===== src/design/cwb_pkg.sv =====
// ----------------------------------------------------------------------------
// cwb_pkg
// Shared types and constants of the coalescing write buffer.
// ----------------------------------------------------------------------------
package cwb_pkg;

    localparam int KIND_W     = 3;
    localparam int KEY_W      = 32;
    localparam int HANDLE_W   = 32;
    localparam int OP_W       = 2;
    localparam int TICK_W     = 16;
    localparam int INFLIGHT_W = 4;
    localparam int CFG_DATA_W = 16;
    localparam int CFG_IDX_W  = 1;

    localparam logic [INFLIGHT_W-1:0] INFLIGHT_MAX   = 4'd15;
    localparam logic [TICK_W-1:0]     INTERVAL_RESET = 16'd1000;

    // configuration register indexes
    localparam logic [CFG_IDX_W-1:0] CFG_INTERVAL = 1'b0;
    localparam logic [CFG_IDX_W-1:0] CFG_USABLE   = 1'b1;

    // result kinds
    localparam logic RES_REJECT = 1'b0;
    localparam logic RES_FLUSH  = 1'b1;

    typedef enum logic [KIND_W-1:0] {
        KIND_INSERT = 3'd0,
        KIND_UPDATE = 3'd1,
        KIND_REMOVE = 3'd2,
        KIND_CLEAR  = 3'd3,
        KIND_FLUSH  = 3'd4,
        KIND_TICK   = 3'd5,
        KIND_DONE   = 3'd6
    } t_kind;

    typedef enum logic [OP_W-1:0] {
        OP_INSERT  = 2'd0,
        OP_UPDATE  = 2'd1,
        OP_REMOVE  = 2'd2,
        OP_REM_INS = 2'd3
    } t_op;

    typedef struct packed {
        logic [KEY_W-1:0]    key;
        t_op                 op;
        logic [HANDLE_W-1:0] handle;
    } t_entry;

    typedef struct packed {
        logic                result_kind;
        t_op                 op_code;
        logic [KEY_W-1:0]    out_key;
        logic [HANDLE_W-1:0] out_handle;
        logic                batch_dropped;
        logic                last;
    } t_result;

    // commands to the flush scheduler
    typedef struct packed {
        logic tick;
        logic stop;
        logic bump;
        logic dec;
        logic check;
        logic nonempty;
    } t_sched_ctl;

    typedef enum logic [2:0] {
        ST_IDLE,
        ST_SCAN,
        ST_APPLY,
        ST_MISS,
        ST_CHECK,
        ST_FL_RD,
        ST_FL_OUT
    } t_state;

endpackage


===== src/design/cwb_table_mem.sv =====
// ----------------------------------------------------------------------------
// cwb_table_mem
// Entry store: one write port, one read port with registered read data.
// ----------------------------------------------------------------------------
module cwb_table_mem import cwb_pkg::*; #(
    parameter int DEPTH = 16,
    localparam int AW = $clog2(DEPTH)
) (
    input  logic          i_clk,
    input  logic          i_we,
    input  logic [AW-1:0] i_waddr,
    input  t_entry        i_wdata,
    input  logic          i_re,
    input  logic [AW-1:0] i_raddr,
    output t_entry        o_rdata
);

    t_entry r_mem [DEPTH];
    t_entry r_rdata;

    always_ff @(posedge i_clk) begin
        if (i_we) begin
            r_mem[i_waddr] <= i_wdata;
        end
        if (i_re) begin
            r_rdata <= r_mem[i_raddr];
        end
    end

    assign o_rdata = r_rdata;

endmodule


===== config.mk =====
export PLATFORM = sky130hd
export DESIGN_NAME = cwb_table_mem
export DESIGN_NICKNAME = d
export VERILOG_FILES = /design/src/design/cwb_pkg.sv /design/src/design/cwb_table_mem.sv
export SDC_FILE = /design/constraint.sdc
export NUM_CORES = 1
export LEC_CHECK = 0
export BUFFER_PORTS_ARGS = -buffer_cell sky130_fd_sc_hd__buf_2
export CORE_UTILIZATION = 60
export DETAILED_ROUTE_END_ITERATION = 10
export PLACE_DENSITY_LB_ADDON = 0.08
export SLEW_MARGIN = 30
export SYNTH_ARGS = -nofsm -noshare
export SYNTH_HDL_FRONTEND = slang
export SYNTH_SLANG_ARGS = --single-unit

===== constraint.sdc =====
create_clock -name i_clk -period 13.3 [get_ports i_clk]
set_input_delay 1.33 -clock i_clk [delete_from_list [all_inputs] [get_ports i_clk]]
set_output_delay 1.33 -clock i_clk [all_outputs]
set_load 0.005 [all_outputs]

==> results of run 1 <==
[through the flow]
step | utilization | setup slack [ps] | instance area, um^2
floorplan | - | 6400 | 41500
global placement | 0.632 | 8320 | 43300
detailed placement | 0.635 | 8290 | 43500
CTS | 0.684 | 8990 | 46800
global route | 0.684 | 8990 | 46900
finish | 0.684 | 9320 | 46900
[kinds of logic after synthesis]
| group | share of synthesized area |
|---|---|
| AO/OA/AOI/OAI | 0.0239 |
| flip-flops | 0.813 |
| multiplexers | 0.143 |
| buffers and inverters | 0.0109 |
| AND/OR/NAND/NOR | 0.00917 |
[worst min-delay path, stage by stage, from the launching register on]
cell	delay, ps
edfxtp_1	310
mux4_2	220
a22oi_1	60
nand2_1	50
[final cells by class]
class	count	area, um^2
diodes	4	10.0
clock buffers	128	2840
clock inverters	60	522
fillers	4205	21600
multi-input cells	489	7450
flip-flops and latches	1122	33700
well taps	882	1100
repair buffers	185	1240
[worst min path at each step]
stage          cells after the start          end
5_1_grt                            3  o_rdata[13]
2_1_floorplan                      3   o_rdata[0]
4_1_cts                            3  o_rdata[42]
3_3_place_gp                       3  o_rdata[18]
3_5_place_dp                       3  o_rdata[24]
6_report                           3  o_rdata[42]
[flip-flops by register name (all words and copies together) (netlist names)]
name,count
r_mem,1056
o_rdata,66
[cells in the mapped netlist (all sizes together)]
cell    count  area, um^2
nand2      67         251
edfxtp   1122       33700
buf        40         277
clkbuf     47         176
and2        1        6.26
nand3       1        5.00
a22oi     132         991
nand3b      2        15.0
nor3        4        20.0
nor2b       2        12.5
nor2       13        48.8
or3b        1        8.76
nand2b      2        12.5
mux4      264        5950
[report_power, final]
group	internal [uW]	leakage [uW]	switching (uW)	total (uW)
Sequential	3980	0.0102	23.8	4010
Clock	1700	0.00166	1240	2940
Combinational	135	0.00313	195	330
Total	5820	0.0150	1460	7280
[routing by layer]
| metal | vias to the layer above | part of all wire | track usage | wire [um] |
|---|---|---|---|---|
| met5 | - | 0.00049 | 0 | 43 |
| met1 | 10023 | 0.40 | 0.360 | 35500 |
| met2 | 770 | 0.51 | 0.428 | 45100 |
| met4 | 6 | 0.020 | 0.0694 | 1760 |
| li1 | 7755 | - | - | - |
| met3 | 140 | 0.066 | 0.0393 | 5800 |
==> reports/metrics.yaml, run 1 <==
yosys:
  postSynthCellCount: 1698
  syn_avg_cell_area_um2: 24.4
  ys_types: 17
  ys_seq_area_frac: 0.813
  ys_warn_count: 0
  synth-seq-cells: 1122
  synth_nets: 1775
  syn-cell-area_um2: 41500
route:
  wl_mm: 88.1
  vias: 18694
  wl_per_cell_um: 30.7
  postRouteAntennaNets: 0
  drc: 0
  drt_pass1_iterations: 5
  vias_per_cell: 6.51
  drt_iter0_drc: 1864
worst_setup_path:
  reg2reg_to: "o_rdata[33]"
  critPathLaunchType: "primary input"
  cp_num_buf_inv: 4
  startpoint: "i_raddr[0]"
  reg2regPathDepth: 3
  path_class: "in2reg"
  cp_data_required_time_ps: 13690
  r2r_start: "r_mem[10][33]"
  path_cells: "buf_8 > buf_16 > buf_6 > buf_4 > mux4_2 > a22oi_1 > nand2_1"
  slowest_stage: "buf_4"
  r2r_slack_ps: 11850
  cp_slowest_stage_delay_ps: 660
  end_kind: "register"
  cp_data_arrival_time_ps: 4370
  crit_fanout: 46
  cp-endpoint: "o_rdata[60]"
  path_delay_family: "buffers and inverters"
  worst-path-stages: 7
cells_and_area:
  final_common_cell: "edfxtp_1"
  mostFrequentLayoutCells: "edfxtp_1 (1122), mux4_2 (264), buf_2 (139)"
  syn2layout_area_growth_pct: 13.0
  drive_above_1_share: 0.308
  fin_nets: 1984
  final-instance-count-excl-fill: 2870
floorplanning:
  start_util: 0.606
  boundaryPins: 143
  dieHeight_um: 265
  dieWidth_um: 265
  die-area_um2: 70200
  coreArea_um2: 68500
  num_rows: 96
timing:
  layout_worst_path_cycle_share: 0.299
  slew_headroom: 0.220
  final_hold_viol_count: 0
  max_freq_ghz: 0.251
  rsz0062_at_grt: "false"
  tns_ps: 0
  final-setup-viol-count: 0
  drv_slew: 0
  skew_ps: 16.6
  worstMarginPinSlew_ps: 1170
  period_needed_ps: 3980
  holdWs_ps: 741
global_route:
  grt.overflow.total: 0
  grt_pass1_vias: 19281
  grt_usage: 0.257
  grt_antenna_before_repair: 5
  grt_pass1_wl_mm: 129
  grt_max_degree: 151
power_and_ir_drop:
  total_power_uw: 7280
  power.density_nw_per_um2: 155
  leakagePower_uw: 0.0150
  irDropWorstVdd_mv: 0.109
cts:
  cts.root.buffer_cell: "clkbuf_16"
  cts_tree: "built"
  h-tree-depth: 3
  cts_setup_buffers: 0
  clock_latency_ps: 650
  path_clk_slew_ps: 60
  cts_buffers: 109
  cts_sinks: 1122
  clockBufferDepth: 3
  hold_buffers: 0
  cts_resized: 0
place:
  detailed_place_hpwl_mm: 42.3
  dp_cells: 2677
  port_buffers: 142
  finalWeightedCongestion: 0.716
hold_path:
  hp-class: "reg2reg"
  min_from: "r_mem[14][42]"
status:
  outcome: "finished clean"
job:
  drv_cap: 0
Note: power is estimated with default switching activity, not from simulation.
==> inputs of run 2 (changes only) <==
==> constraint.sdc (replaced) <==
create_clock -name i_clk -period 3.7 [get_ports i_clk]
set_input_delay 0.37 -clock i_clk [delete_from_list [all_inputs] [get_ports i_clk]]
set_output_delay 0.37 -clock i_clk [all_outputs]
set_load 0.005 [all_outputs]
==> run 2 against run 1 <==
  * Core utilization up 0.81 points
  * Non-clock buffer count rose by 19
  * Largest power group unchanged
  * Cell count rose by 0.49%
  * Count of clock-buffer cells in the layout down 2
  * Clock power rose to 3.6 times the previous value
==> reports/metrics.yaml, run 2 (synthesis results as in run 1) <==
status:
  outcome: "finished clean"
global_route:
  grt_antenna_before_repair: 9
  grt_pass1_vias: 19544
  use_met1: 0.378
  grt.overflow.total: 0
  use_met3: 0.0420
  grt_max_degree: 75
  grt_usage: 0.268
  grt_pass1_wl_mm: 133
  grt_most_used_layer: "met2"
  grt_use_met2: 0.448
route:
  wl_mm: 91.6
  wl_per_cell_um: 31.7
  vias: 18880
  drt_pass1_iterations: 5
  drc: 0
  drt_iter0_drc: 1960
  postRouteAntennaNets: 0
  vias_per_cell: 6.55
worst_setup_path:
  reg2reg_to: "o_rdata[26]"
  r2r_slack_ps: 2210
  end_kind: "register"
  path_class: "in2reg"
  crit_fanout: 23
  cp_data_arrival_time_ps: 2120
  critPathLaunchType: "primary input"
  startpoint: "i_waddr[2]"
  r2r_start: "r_mem[3][26]"
  cp-endpoint: "r_mem[0][54]"
  reg2regPathDepth: 3
  cp_data_required_time_ps: 4040
cells_and_area:
  fin_nets: 2002
  fin_util: 0.693
  mostFrequentLayoutCells: "edfxtp_1 (1122), mux4_2 (264), buf_2 (139)"
  top_register: "r_mem"
  final-instance-count-excl-fill: 2884
  largest_reg_flops: 1056
  syn2layout_area_growth_pct: 14.4
  design_area_um2: 47400
  final_common_cell: "edfxtp_1"
  drive_above_1_share: 0.319
cts:
  path_clk_slew_ps: 60
  clockBufferDepth: 3
  cts.root.buffer_cell: "clkbuf_16"
  cts_setup_buffers: 0
  cts_buffers: 108
  cts_tree: "built"
  cts_sinks: 1122
  h-tree-depth: 3
  cts_resized: 0
  clock_latency_ps: 660
  hold_buffers: 0
floorplanning:
  boundaryPins: 143
  num_rows: 96
  dieHeight_um: 265
  die-area_um2: 70200
  dieWidth_um: 265
  coreArea_um2: 68500
  start_util: 0.606
timing:
  skew_ps: 21.4
  final-setup-viol-count: 0
  tns_ps: 0
  period_needed_ps: 1780
  rsz0062_at_grt: "false"
  final_hold_viol_count: 0
  max_freq_ghz: 0.563
  drv_slew: 0
  worstMarginPinSlew_ps: 1010
  layout_worst_path_cycle_share: 0.480
  slew_headroom: 0.326
place:
  detailed_place_hpwl_mm: 43.6
  port_buffers: 142
  finalWeightedCongestion: 0.729
  dp_cells: 2697
  dpl_cell_area_um2: 44000
power_and_ir_drop:
  leakagePower_uw: 0.0152
  total_power_uw: 26200
  irDropWorstVdd_mv: 0.496
  power.density_nw_per_um2: 553
hold_path:
  hp-class: "in2reg"
job:
  drv_cap: 0
[run 2: cell count changes in the layout (fill, tap and decap cells not counted), moves of 2 or more]
| cell | delta |
|---|---|
| buf_6 | -5 |
| buf_12 | +42 |
| clkinvlp_4 | +4 |
| clkbuf_1 | -2 |
| clkinv_8 | +2 |
| clkinv_1 | -7 |
| buf_4 | -13 |
| nor3_4 | +4 |
| diode_2 | -2 |
| buf_16 | -7 |
| nor3_2 | -4 |
| buf_8 | +2 |
[run 2: how the worst min path moves through the flow]
| stage | startpoint | end | slack [ps] | cells after the start |
|---|---|---|---|---|
| after floorplan | i_wdata[0] | r_mem[0][0] | 470 | 0 |
| after global placement | r_mem[14][34] | o_rdata[34] | 730 | 3 |
| after detailed placement | r_mem[15][36] | o_rdata[36] | 730 | 3 |
| after CTS | i_wdata[21] | r_mem[6][21] | 50 | 1 |
| after global routing | i_wdata[31] | r_mem[7][31] | 70 | 1 |
| final | i_wdata[4] | r_mem[15][4] | 80 | 1 |
[run 2: layer usage]
layer | vias up | routed length [um]
met2 | 836 | 46900
met4 | 10 | 1750
met5 | - | 58
met3 | 145 | 6570
met1 | 10105 | 36300
li1 | 7784 | -
[run 2: area by class of cell]
cell class / instances / area [um^2]
Clock buffer: 126 / 2830
Fill cell: 4104 / 21100
Sequential cell: 1122 / 33700
Tap cell: 882 / 1100
Multi-Input combinational cell: 489 / 7480
Timing Repair Buffer: 204 / 1760
Clock inverter: 59 / 537
Antenna cell: 2 / 5.00
[run 2: through the flow]
stage | setup slack, ps | hold WS (ps)
detailed placement | 1210 | 732
finish | 1920 | 81.8
global route | 1780 | 74.1
floorplan | -471 | 469
global placement | 1230 | 727
CTS | 1920 | 45.8
[run 2: where the power goes]
group	switching, uW	internal, uW
sequential	88.9	14300
clock	4500	6060
combinational	713	512
[run 2: worst max-delay path: stages]
cell and delay, ps:
buf_2 120, or3b_2 600, nor3_4 710, buf_12 290
