[src/design/cwb_pkg.sv]
// ----------------------------------------------------------------------------
// cwb_pkg
// Shared types and constants of the coalescing write buffer.
// ----------------------------------------------------------------------------
package cwb_pkg;

    localparam int KIND_W     = 3;
    localparam int KEY_W      = 32;
    localparam int HANDLE_W   = 32;
    localparam int OP_W       = 2;
    localparam int TICK_W     = 16;
    localparam int INFLIGHT_W = 4;
    localparam int CFG_DATA_W = 16;
    localparam int CFG_IDX_W  = 1;

    localparam logic [INFLIGHT_W-1:0] INFLIGHT_MAX   = 4'd15;
    localparam logic [TICK_W-1:0]     INTERVAL_RESET = 16'd1000;

    // configuration register indexes
    localparam logic [CFG_IDX_W-1:0] CFG_INTERVAL = 1'b0;
    localparam logic [CFG_IDX_W-1:0] CFG_USABLE   = 1'b1;

    // result kinds
    localparam logic RES_REJECT = 1'b0;
    localparam logic RES_FLUSH  = 1'b1;

    typedef enum logic [KIND_W-1:0] {
        KIND_INSERT = 3'd0,
        KIND_UPDATE = 3'd1,
        KIND_REMOVE = 3'd2,
        KIND_CLEAR  = 3'd3,
        KIND_FLUSH  = 3'd4,
        KIND_TICK   = 3'd5,
        KIND_DONE   = 3'd6
    } t_kind;

    typedef enum logic [OP_W-1:0] {
        OP_INSERT  = 2'd0,
        OP_UPDATE  = 2'd1,
        OP_REMOVE  = 2'd2,
        OP_REM_INS = 2'd3
    } t_op;

    typedef struct packed {
        logic [KEY_W-1:0]    key;
        t_op                 op;
        logic [HANDLE_W-1:0] handle;
    } t_entry;

    typedef struct packed {
        logic                result_kind;
        t_op                 op_code;
        logic [KEY_W-1:0]    out_key;
        logic [HANDLE_W-1:0] out_handle;
        logic                batch_dropped;
        logic                last;
    } t_result;

    // commands to the flush scheduler
    typedef struct packed {
        logic tick;
        logic stop;
        logic bump;
        logic dec;
        logic check;
        logic nonempty;
    } t_sched_ctl;

    typedef enum logic [2:0] {
        ST_IDLE,
        ST_SCAN,
        ST_APPLY,
        ST_MISS,
        ST_CHECK,
        ST_FL_RD,
        ST_FL_OUT
    } t_state;

endpackage

[src/design/cwb_sched.sv]
// ----------------------------------------------------------------------------
// cwb_sched
// One-shot flush timer and saturating in-flight batch counter.
// ----------------------------------------------------------------------------
module cwb_sched import cwb_pkg::*; (
    input  logic              i_clk,
    input  logic              i_rst_n,
    input  logic [TICK_W-1:0] i_interval,
    input  t_sched_ctl        i_ctl,
    output logic              o_expire
);

    logic                  r_running;
    logic                  n_running;
    logic [TICK_W-1:0]     r_remaining;
    logic [TICK_W-1:0]     n_remaining;
    logic [INFLIGHT_W-1:0] r_inflight;
    logic [INFLIGHT_W-1:0] n_inflight;

    always_comb begin
        n_running   = r_running;
        n_remaining = r_remaining;
        n_inflight  = r_inflight;
        o_expire    = i_ctl.tick && r_running && (r_remaining <= TICK_W'(1));

        if (i_ctl.tick && r_running) begin
            if (r_remaining <= TICK_W'(1)) begin
                n_remaining = '0;
                n_running   = 1'b0;
            end else begin
                n_remaining = r_remaining - TICK_W'(1);
            end
        end
        if (i_ctl.stop) begin
            n_running = 1'b0;
        end
        if (i_ctl.bump && (n_inflight != INFLIGHT_MAX)) begin
            n_inflight = n_inflight + INFLIGHT_W'(1);
        end
        if (i_ctl.dec && (n_inflight != '0)) begin
            n_inflight = n_inflight - INFLIGHT_W'(1);
        end
        // start the timer once work is pending and nothing else is going on
        if ((i_ctl.check || i_ctl.dec) && i_ctl.nonempty && !n_running
                && (n_inflight == '0)) begin
            n_running   = 1'b1;
            n_remaining = i_interval;
        end
    end

    always_ff @(posedge i_clk) begin
        if (!i_rst_n) begin
            r_running   <= 1'b0;
            r_remaining <= '0;
            r_inflight  <= '0;
        end else begin
            r_running   <= n_running;
            r_remaining <= n_remaining;
            r_inflight  <= n_inflight;
        end
    end

endmodule

[config.mk]
export PLATFORM = sky130hd
export DESIGN_NAME = cwb_sched
export DESIGN_NICKNAME = d
export VERILOG_FILES = /design/src/design/cwb_pkg.sv /design/src/design/cwb_sched.sv
export SDC_FILE = /design/constraint.sdc
export NUM_CORES = 1
export LEC_CHECK = 0
export BUFFER_PORTS_ARGS = -buffer_cell sky130_fd_sc_hd__buf_2
export CORE_MARGIN = 2
export CORE_UTILIZATION = 40
export DETAILED_ROUTE_END_ITERATION = 8
export SYNTH_ARGS = -nofsm -noshare
export SYNTH_HDL_FRONTEND = slang
export SYNTH_SLANG_ARGS = --single-unit
[constraint.sdc]
create_clock -name i_clk -period 7.63 [get_ports i_clk]
set_clock_uncertainty 0.2 [all_clocks]
set_input_delay 1.1445 -clock i_clk [delete_from_list [all_inputs] [get_ports i_clk]]
set_output_delay 1.1445 -clock i_clk [all_outputs]
set_load 0.005 [all_outputs]
==> results of run 1 <==
## worst max-delay path: cells and delay by family
family	cells	cell delay (ns)
AO/OA/AOI/OAI	2	0.56
adder cells (fa/ha/maj)	1	0.26
buffers and inverters	2	0.20
multiplexers	1	0.55
AND/OR/NAND/NOR	3	1.02
## report_power, final
part / switching [W] / internal [W]
Sequential: 0.0000430 / 0.000146
Combinational: 0.000235 / 0.000128
Clock: 0.0000376 / 0.0000196
## synthesized netlist by cell type (all sizes together) (4+ instances only)
| master | number | area, µm² |
|---|---|---|
| inv | 6 | 22.52 |
| clkbuf | 5 | 18.77 |
| o21ai | 7 | 35.03 |
| buf | 6 | 46.29 |
| nor3 | 13 | 65.06 |
| mux2i | 4 | 40.04 |
| dfxtp | 21 | 420.4 |
| or4 | 4 | 33.78 |
| a21oi | 28 | 140.1 |
| and2 | 4 | 25.02 |
| nor2 | 15 | 56.30 |
| o41ai | 16 | 140.1 |
| ha | 4 | 50.05 |
| nand2 | 9 | 33.78 |
| or3 | 5 | 31.28 |
## worst min-delay path by stage
stage / start / endpoint / cells past startpoint
final: r_remaining[9]$_SDFFE_PN0P_ / r_remaining[9]$_SDFFE_PN0P_ / 2
after global routing: r_remaining[9]$_SDFFE_PN0P_ / r_remaining[9]$_SDFFE_PN0P_ / 2
after CTS: r_remaining[9]$_SDFFE_PN0P_ / r_remaining[9]$_SDFFE_PN0P_ / 2
after detailed placement: r_remaining[9]$_SDFFE_PN0P_ / r_remaining[9]$_SDFFE_PN0P_ / 2
after global placement: r_remaining[9]$_SDFFE_PN0P_ / r_remaining[9]$_SDFFE_PN0P_ / 2
after floorplan: r_remaining[9]$_SDFFE_PN0P_ / r_remaining[9]$_SDFFE_PN0P_ / 2
## layout make-up
| type | count | area (µm²) |
|---|---|---|
| Fill cell | 363 | 1814 |
| Multi-Input combinational cell | 146 | 953.4 |
| Sequential cell | 21 | 420.4 |
| Timing Repair Buffer | 24 | 120.1 |
| Tap cell | 46 | 57.56 |
| Clock buffer | 3 | 22.52 |
| Inverter | 6 | 22.52 |
| Clock inverter | 1 | 5.005 |
## per-layer routing
layer | GRT usage [%] | vias up
met5 | 0 | -
met2 | 31.77 | 52
met3 | 3.299 | 9
met4 | 4.787 | 0
met1 | 28.43 | 700
li1 | - | 750
## per-stage QoR
step           cell area, µm²  total power (W)  setup WS (ns)
2_1_floorplan            1461        0.0004739          4.217
3_5_place_dp             1574        0.0005480          3.639
5_1_grt                  1602        0.0006685          3.714
4_1_cts                  1602        0.0006041          3.973
6_report                 1602        0.0006086          3.944
3_3_place_gp             1574        0.0005348          3.754
## registers in the layout, indices dropped and copies added (netlist names)
signal and count:
r_remaining 16, r_inflight 4, r_running 1
## cell families (layout without fill, tap and decap cells)
group	count (synthesis)	in the layout	synth area share [%]
adder cells (fa/ha/maj)	4	4	3.425
XOR/XNOR	1	1	0.5994
buffers and inverters	17	34	5.993
flip-flops	21	21	28.77
multiplexers	7	7	5.308
AND/OR/NAND/NOR	66	66	25.00
AO/OA/AOI/OAI	68	68	30.91
==> flow_results.xml, run 1 <==
<?xml version="1.0" encoding="UTF-8"?>
<metrics>
  <group name="routing">
    <metric name="ant_nets" unit="">0</metric>
    <metric name="wl_per_cell" unit="µm">15.58</metric>
    <metric name="dr_wl_met2" unit="µm">1753</metric>
    <metric name="m1WireLength" unit="µm">1818</metric>
    <metric name="top_layer" unit="">met4</metric>
    <metric name="detail_route.vias_per_cell" unit="">6.117</metric>
    <metric name="finalWirelength" unit="µm">3848</metric>
    <metric name="drtIter0Drc" unit="">119</metric>
    <metric name="detail_route.drc_violations" unit="">0</metric>
    <metric name="met3_wirelength" unit="µm">230</metric>
    <metric name="drt_first_pass_iters" unit="">4</metric>
    <metric name="via_count" unit="">1511</metric>
  </group>
  <group name="die">
    <metric name="io_pins" unit="">25</metric>
    <metric name="coreArea" unit="µm²">3416</metric>
    <metric name="rows" unit="">21</metric>
    <metric name="floorplan.initialDensity" unit="%">42.78</metric>
    <metric name="fp.dieH" unit="µm">64.45</metric>
    <metric name="die_area" unit="µm²">4153</metric>
    <metric name="die_w" unit="µm">64.45</metric>
  </group>
  <group name="clocking">
    <metric name="cts_buffers" unit="">3</metric>
    <metric name="total_setup_buffers_inserted_after_cts" unit="">0</metric>
    <metric name="post_cts_resized" unit="">0</metric>
    <metric name="clk-insertion-delay-late" unit="ns">0.32</metric>
    <metric name="clk_path_buf_depth" unit="">2</metric>
    <metric name="path_clk_slew" unit="ns">0.13</metric>
    <metric name="cts-hold-fix-buffers" unit="">0</metric>
    <metric name="cts_root_buf" unit="">sky130_fd_sc_hd__clkbuf_4</metric>
    <metric name="cts.htree.levels" unit="">1</metric>
    <metric name="numClockSinks" unit="">21</metric>
    <metric name="tritoncts" unit="">built</metric>
  </group>
  <group name="sta">
    <metric name="fin_tns_setup" unit="ns">0</metric>
    <metric name="max_freq" unit="MHz">271.3</metric>
    <metric name="timing.final.max_slew_violations" unit="">0</metric>
    <metric name="worst-slew-pin-transition" unit="ns">0.5476</metric>
    <metric name="hold_ws" unit="ns">0.3676</metric>
    <metric name="relSlewSlack" unit="%">63.49</metric>
    <metric name="setup_viol" unit="">0</metric>
    <metric name="unrepaired_setup_endpoints_after_global_routing" unit="">no</metric>
    <metric name="final-hold-violation-count" unit="">0</metric>
    <metric name="timing.final.crit_period" unit="ns">3.686</metric>
    <metric name="final_min_period_over_clock_period" unit="%">48.31</metric>
  </group>
  <group name="grt">
    <metric name="grt_util_all_layers" unit="%">20.04</metric>
    <metric name="grt_pass1_wl" unit="µm">6686</metric>
    <metric name="grt_max_degree" unit="">20</metric>
    <metric name="grt_pass1_vias" unit="">1451</metric>
    <metric name="global_route.overflow_total" unit="">0</metric>
    <metric name="antenna_found_initial" unit="">0</metric>
  </group>
  <group name="worst_setup_path">
    <metric name="timing.rr.end" unit="">r_remaining[2]$_SDFFE_PN0P_</metric>
    <metric name="worst_ep_arrival_time" unit="ns">3.74</metric>
    <metric name="timing.critical_path.slowest_cell_delay" unit="ns">0.67</metric>
    <metric name="startpoint_type" unit="">primary input</metric>
    <metric name="timing.critical_path.slowest_stage_cell" unit="">sky130_fd_sc_hd__or3_1</metric>
    <metric name="crit_end" unit="">r_remaining[2]$_SDFFE_PN0P_</metric>
    <metric name="worst-setup-path-type" unit="">in2reg</metric>
    <metric name="critPathCaptureType" unit="">register</metric>
    <metric name="setup_crit_start" unit="">i_ctl[3]</metric>
    <metric name="rr_worst_depth" unit="">9</metric>
    <metric name="critical_path_required" unit="ns">7.68</metric>
    <metric name="reg2reg_from" unit="">r_inflight[0]$_SDFF_PN0_</metric>
    <metric name="reg2reg_setup_slack" unit="ns">4.05</metric>
    <metric name="crit_chain" unit="">buf_2, inv_1, nor3_1, nor2_1, ha_1, a31oi_1, mux2_2, or3_1, a21oi_1</metric>
    <metric name="timing.critical_path.fanout_max" unit="">18</metric>
  </group>
  <group name="logic_synthesis">
    <metric name="yosys.cell_types.count" unit="">43</metric>
    <metric name="avg_synthesized_cell_area" unit="µm²">7.942</metric>
    <metric name="synth_fp_nets" unit="">212</metric>
    <metric name="syn_inst" unit="">184</metric>
    <metric name="yosysWarningCount" unit="">0</metric>
    <metric name="ys_dominant_reg_cell" unit="">sky130_fd_sc_hd__dfxtp_1</metric>
    <metric name="ys_seq_area_share" unit="%">28.77</metric>
    <metric name="synthArstFlopShare" unit="%">0</metric>
    <metric name="post_synth_instance_area" unit="µm²">1461</metric>
    <metric name="number_of_synthesized_register_bits" unit="">21</metric>
    <metric name="number_of_enable_type_register_cells_in_the_synthesized_netlist" unit="">0</metric>
  </group>
  <group name="final_layout">
    <metric name="post_layout_nonfiller_instances" unit="">247</metric>
    <metric name="final_core_utilization" unit="%">46.89</metric>
    <metric name="num_antenna_cells" unit="">0</metric>
    <metric name="layout-drive-gt1-share" unit="%">17.91</metric>
    <metric name="areaGrowthSynthToFinish" unit="%">9.589</metric>
    <metric name="fin_nets" unit="">230</metric>
    <metric name="final_cell_mix" unit="">sky130_fd_sc_hd__a21oi_1 (28), sky130_fd_sc_hd__buf_2 (24), sky130_fd_sc_hd__dfxtp_1 (21), sky130_fd_sc_hd__o41ai_1 (16), sky130_fd_sc_hd__nor2_1 (15)</metric>
    <metric name="layout.cells.most_common" unit="">sky130_fd_sc_hd__a21oi_1</metric>
  </group>
  <group name="placed_design">
    <metric name="place.gp.congestion" unit="">0.8782</metric>
    <metric name="count_of_input_and_output_buffers" unit="">24</metric>
    <metric name="post-place-cells" unit="">243</metric>
    <metric name="post-dp-hpwl" unit="µm">2783</metric>
  </group>
  <group name="pwr">
    <metric name="maximum_vdd_ir_drop" unit="µV">131.8</metric>
    <metric name="powerDensity" unit="nW/µm²">380.0</metric>
    <metric name="p_leak" unit="nW">0.6176</metric>
  </group>
  <group name="min_path">
    <metric name="hold_path_class" unit="">reg2reg</metric>
  </group>
  <group name="job">
    <metric name="max-cap-violations" unit="">0</metric>
  </group>
  <group name="outcome">
    <metric name="run_status" unit="">complete, no violations</metric>
  </group>
</metrics>
Note: power is estimated with default switching activity, not from simulation.
==> run 2, diff against run 1 <==
==> constraint.sdc (replaced) <==
create_clock -name i_clk -period 3.1 [get_ports i_clk]
set_clock_uncertainty 0.2 [all_clocks]
set_input_delay 0.465 -clock i_clk [delete_from_list [all_inputs] [get_ports i_clk]]
set_output_delay 0.465 -clock i_clk [all_outputs]
set_load 0.005 [all_outputs]
==> run 2 against run 1 <==
Against the previous run: sequential power grew 150%; sequential share of layout area shrank 1.8 points; register-to-register slack lost 3.9 ns; power grew to 2.7 times the previous value; worst hold slack lost 0.15 ns; final area grew 8.0%; first-iteration DRC count shrank 49%; global-route usage grew 0.12 points; critical path type is now reg2reg; highest routed layer unchanged.
==> flow_results.xml, run 2 (synthesis gave the netlist of run 1 again) <==
<?xml version="1.0" encoding="UTF-8"?>
<metrics>
  <group name="outcome">
    <metric name="run_status" unit="">complete, no violations</metric>
  </group>
  <group name="final_layout">
    <metric name="layout.cells.most_common" unit="">sky130_fd_sc_hd__a21oi_1</metric>
    <metric name="post_layout_nonfiller_instances" unit="">253</metric>
    <metric name="areaGrowthSynthToFinish" unit="%">18.41</metric>
    <metric name="top_register" unit="">r_remaining</metric>
    <metric name="final_area" unit="µm²">1730</metric>
    <metric name="final.fill_count" unit="">357</metric>
    <metric name="fin_nets" unit="">236</metric>
    <metric name="largest_registers" unit="">r_remaining x16, r_inflight x4, r_running x1</metric>
    <metric name="final_core_utilization" unit="%">50.66</metric>
    <metric name="number_of_flip_flops_in_the_largest_register" unit="">16</metric>
    <metric name="final_cell_mix" unit="">sky130_fd_sc_hd__a21oi_1 (28), sky130_fd_sc_hd__buf_2 (24), sky130_fd_sc_hd__dfxtp_1 (19), sky130_fd_sc_hd__nor2_1 (15), sky130_fd_sc_hd__nor3_1 (13)</metric>
    <metric name="layout-drive-gt1-share" unit="%">27.05</metric>
    <metric name="num_antenna_cells" unit="">0</metric>
  </group>
  <group name="grt">
    <metric name="grt_max_degree" unit="">20</metric>
    <metric name="grt_util_met1" unit="%">27.71</metric>
    <metric name="gr-usage-met2" unit="%">34.11</metric>
    <metric name="grt_util_all_layers" unit="%">20.16</metric>
    <metric name="grt_util_met3" unit="%">2.431</metric>
    <metric name="grt_pass1_vias" unit="">1441</metric>
    <metric name="antenna_found_initial" unit="">0</metric>
    <metric name="global_route.overflow_total" unit="">0</metric>
    <metric name="grt_pass1_wl" unit="µm">6658</metric>
    <metric name="busiest_layer" unit="">met2</metric>
  </group>
  <group name="worst_setup_path">
    <metric name="worst_ep_arrival_time" unit="ns">2.99</metric>
    <metric name="worst-setup-path-type" unit="">reg2reg</metric>
    <metric name="critical_path_required" unit="ns">3.10</metric>
    <metric name="startpoint_type" unit="">register</metric>
    <metric name="setup_crit_start" unit="">r_inflight[0]$_SDFF_PN0_</metric>
    <metric name="critPathCaptureType" unit="">register</metric>
    <metric name="timing.critical_path.fanout_max" unit="">17</metric>
    <metric name="reg2reg_from" unit="">r_inflight[0]$_SDFF_PN0_</metric>
  </group>
  <group name="sta">
    <metric name="max_freq" unit="MHz">334.5</metric>
    <metric name="timing.final.max_slew_violations" unit="">0</metric>
    <metric name="unrepaired_setup_endpoints_after_global_routing" unit="">yes</metric>
    <metric name="final_min_period_over_clock_period" unit="%">96.43</metric>
    <metric name="hold_ws" unit="ns">0.2207</metric>
    <metric name="relSlewSlack" unit="%">68.74</metric>
    <metric name="final-hold-violation-count" unit="">0</metric>
    <metric name="setup_viol" unit="">0</metric>
    <metric name="timing.final.crit_period" unit="ns">2.989</metric>
    <metric name="worst-slew-pin-transition" unit="ns">0.4559</metric>
  </group>
  <group name="routing">
    <metric name="drtIter0Drc" unit="">61</metric>
    <metric name="finalWirelength" unit="µm">3981</metric>
    <metric name="detail_route.drc_violations" unit="">0</metric>
    <metric name="via_count" unit="">1528</metric>
    <metric name="drt_first_pass_iters" unit="">4</metric>
    <metric name="wl_per_cell" unit="µm">15.74</metric>
    <metric name="detail_route.vias_per_cell" unit="">6.040</metric>
    <metric name="ant_nets" unit="">0</metric>
  </group>
  <group name="placed_design">
    <metric name="place.gp.congestion" unit="">0.9594</metric>
    <metric name="post-dp-hpwl" unit="µm">2877</metric>
    <metric name="post-place-cells" unit="">249</metric>
    <metric name="post_place_cell_area" unit="µm²">1619</metric>
    <metric name="count_of_input_and_output_buffers" unit="">24</metric>
  </group>
  <group name="clocking">
    <metric name="path_clk_slew" unit="ns">0.13</metric>
    <metric name="cts-hold-fix-buffers" unit="">0</metric>
    <metric name="clk_path_buf_depth" unit="">2</metric>
    <metric name="numClockSinks" unit="">21</metric>
    <metric name="total_setup_buffers_inserted_after_cts" unit="">0</metric>
    <metric name="clk-insertion-delay-late" unit="ns">0.31</metric>
    <metric name="cts.htree.levels" unit="">1</metric>
    <metric name="cts_root_buf" unit="">sky130_fd_sc_hd__clkbuf_4</metric>
    <metric name="cts_buffers" unit="">3</metric>
    <metric name="post_cts_resized" unit="">1</metric>
    <metric name="tritoncts" unit="">built</metric>
  </group>
  <group name="die">
    <metric name="coreArea" unit="µm²">3416</metric>
    <metric name="die_area" unit="µm²">4153</metric>
    <metric name="floorplan.initialDensity" unit="%">42.78</metric>
    <metric name="rows" unit="">21</metric>
    <metric name="fp.dieH" unit="µm">64.45</metric>
    <metric name="die_w" unit="µm">64.45</metric>
    <metric name="io_pins" unit="">25</metric>
  </group>
  <group name="pwr">
    <metric name="powerDensity" unit="nW/µm²">935.1</metric>
    <metric name="p_leak" unit="nW">0.6715</metric>
    <metric name="maximum_vdd_ir_drop" unit="µV">527.0</metric>
  </group>
  <group name="min_path">
    <metric name="timing.hold.worst.start" unit="">i_interval[5]</metric>
    <metric name="hold_path_class" unit="">in2reg</metric>
  </group>
  <group name="job">
    <metric name="max-cap-violations" unit="">0</metric>
  </group>
</metrics>
run 2: cell types whose count changed in the layout (fill, tap and decap cells not counted), sizes merged:
| cell | change |
|---|---|
| clkinv | -1 |
| buf | +6 |
| clkinvlp | +1 |
run 2: worst max-delay path, cell delays in order (launching register included):
cell                      delay [ns]
sky130_fd_sc_hd__dfxtp_2        0.40
sky130_fd_sc_hd__ha_1           0.22
sky130_fd_sc_hd__nand3_1        0.15
sky130_fd_sc_hd__nand2_1        0.13
sky130_fd_sc_hd__mux2i_2        0.25
sky130_fd_sc_hd__ha_2           0.25
sky130_fd_sc_hd__o21ai_0        0.10
sky130_fd_sc_hd__or4_4          0.53
sky130_fd_sc_hd__buf_4          0.23
sky130_fd_sc_hd__o41ai_1        0.36
sky130_fd_sc_hd__a21oi_1        0.06
run 2: layout make-up:
type,instances,area [µm²],area share (%)
clock inverters,1,7.507,0.4338
inverters,6,22.52,1.302
multi-input cells,146,1032,59.65
clock buffers,3,22.52,1.302
flip-flops and latches,21,422.9,24.44
repair buffers,30,165.2,9.544
well taps,46,57.56,3.326
run 2: stage by stage:
step | total power (W) | worst slack (ns) | setup TNS, ns
after detailed placement | 0.001417 | -0.03976 | -0.4018
after floorplan | 0.001166 | 0.1437 | 0
after CTS | 0.001564 | 0.02833 | 0
after global placement | 0.001389 | 0.06442 | 0
final | 0.001618 | 0.1106 | 0
after global routing | 0.001778 | -0.01658 | -0.04766
run 2: final timing paths:
| path | end | slack [ns] | cells past startpoint |
|---|---|---|---|
| max | r_remaining[0]$_SDFFE_PN0P_ | 0.11 | 10 |
| min | r_remaining[5]$_SDFFE_PN0P_ | 0.22 | 3 |
| max reg2reg | r_remaining[0]$_SDFFE_PN0P_ | 0.11 | 10 |
| min reg2reg | r_remaining[1]$_SDFFE_PN0P_ | 0.38 | 2 |
run 2: power breakdown:
| part | switching [W] | total, W | internal (W) |
|---|---|---|---|
| clock network | 0.0000894 | 0.000139 | 0.0000492 |
| registers | 0.000111 | 0.000472 | 0.000361 |
| logic | 0.000612 | 0.00101 | 0.000396 |
run 2: metal layers:
metal,vias to the layer above,part of all wire (%)
li1,764,-
met1,718,48
met2,40,47
met3,6,4.5
met4,0,0.78
met5,-,0
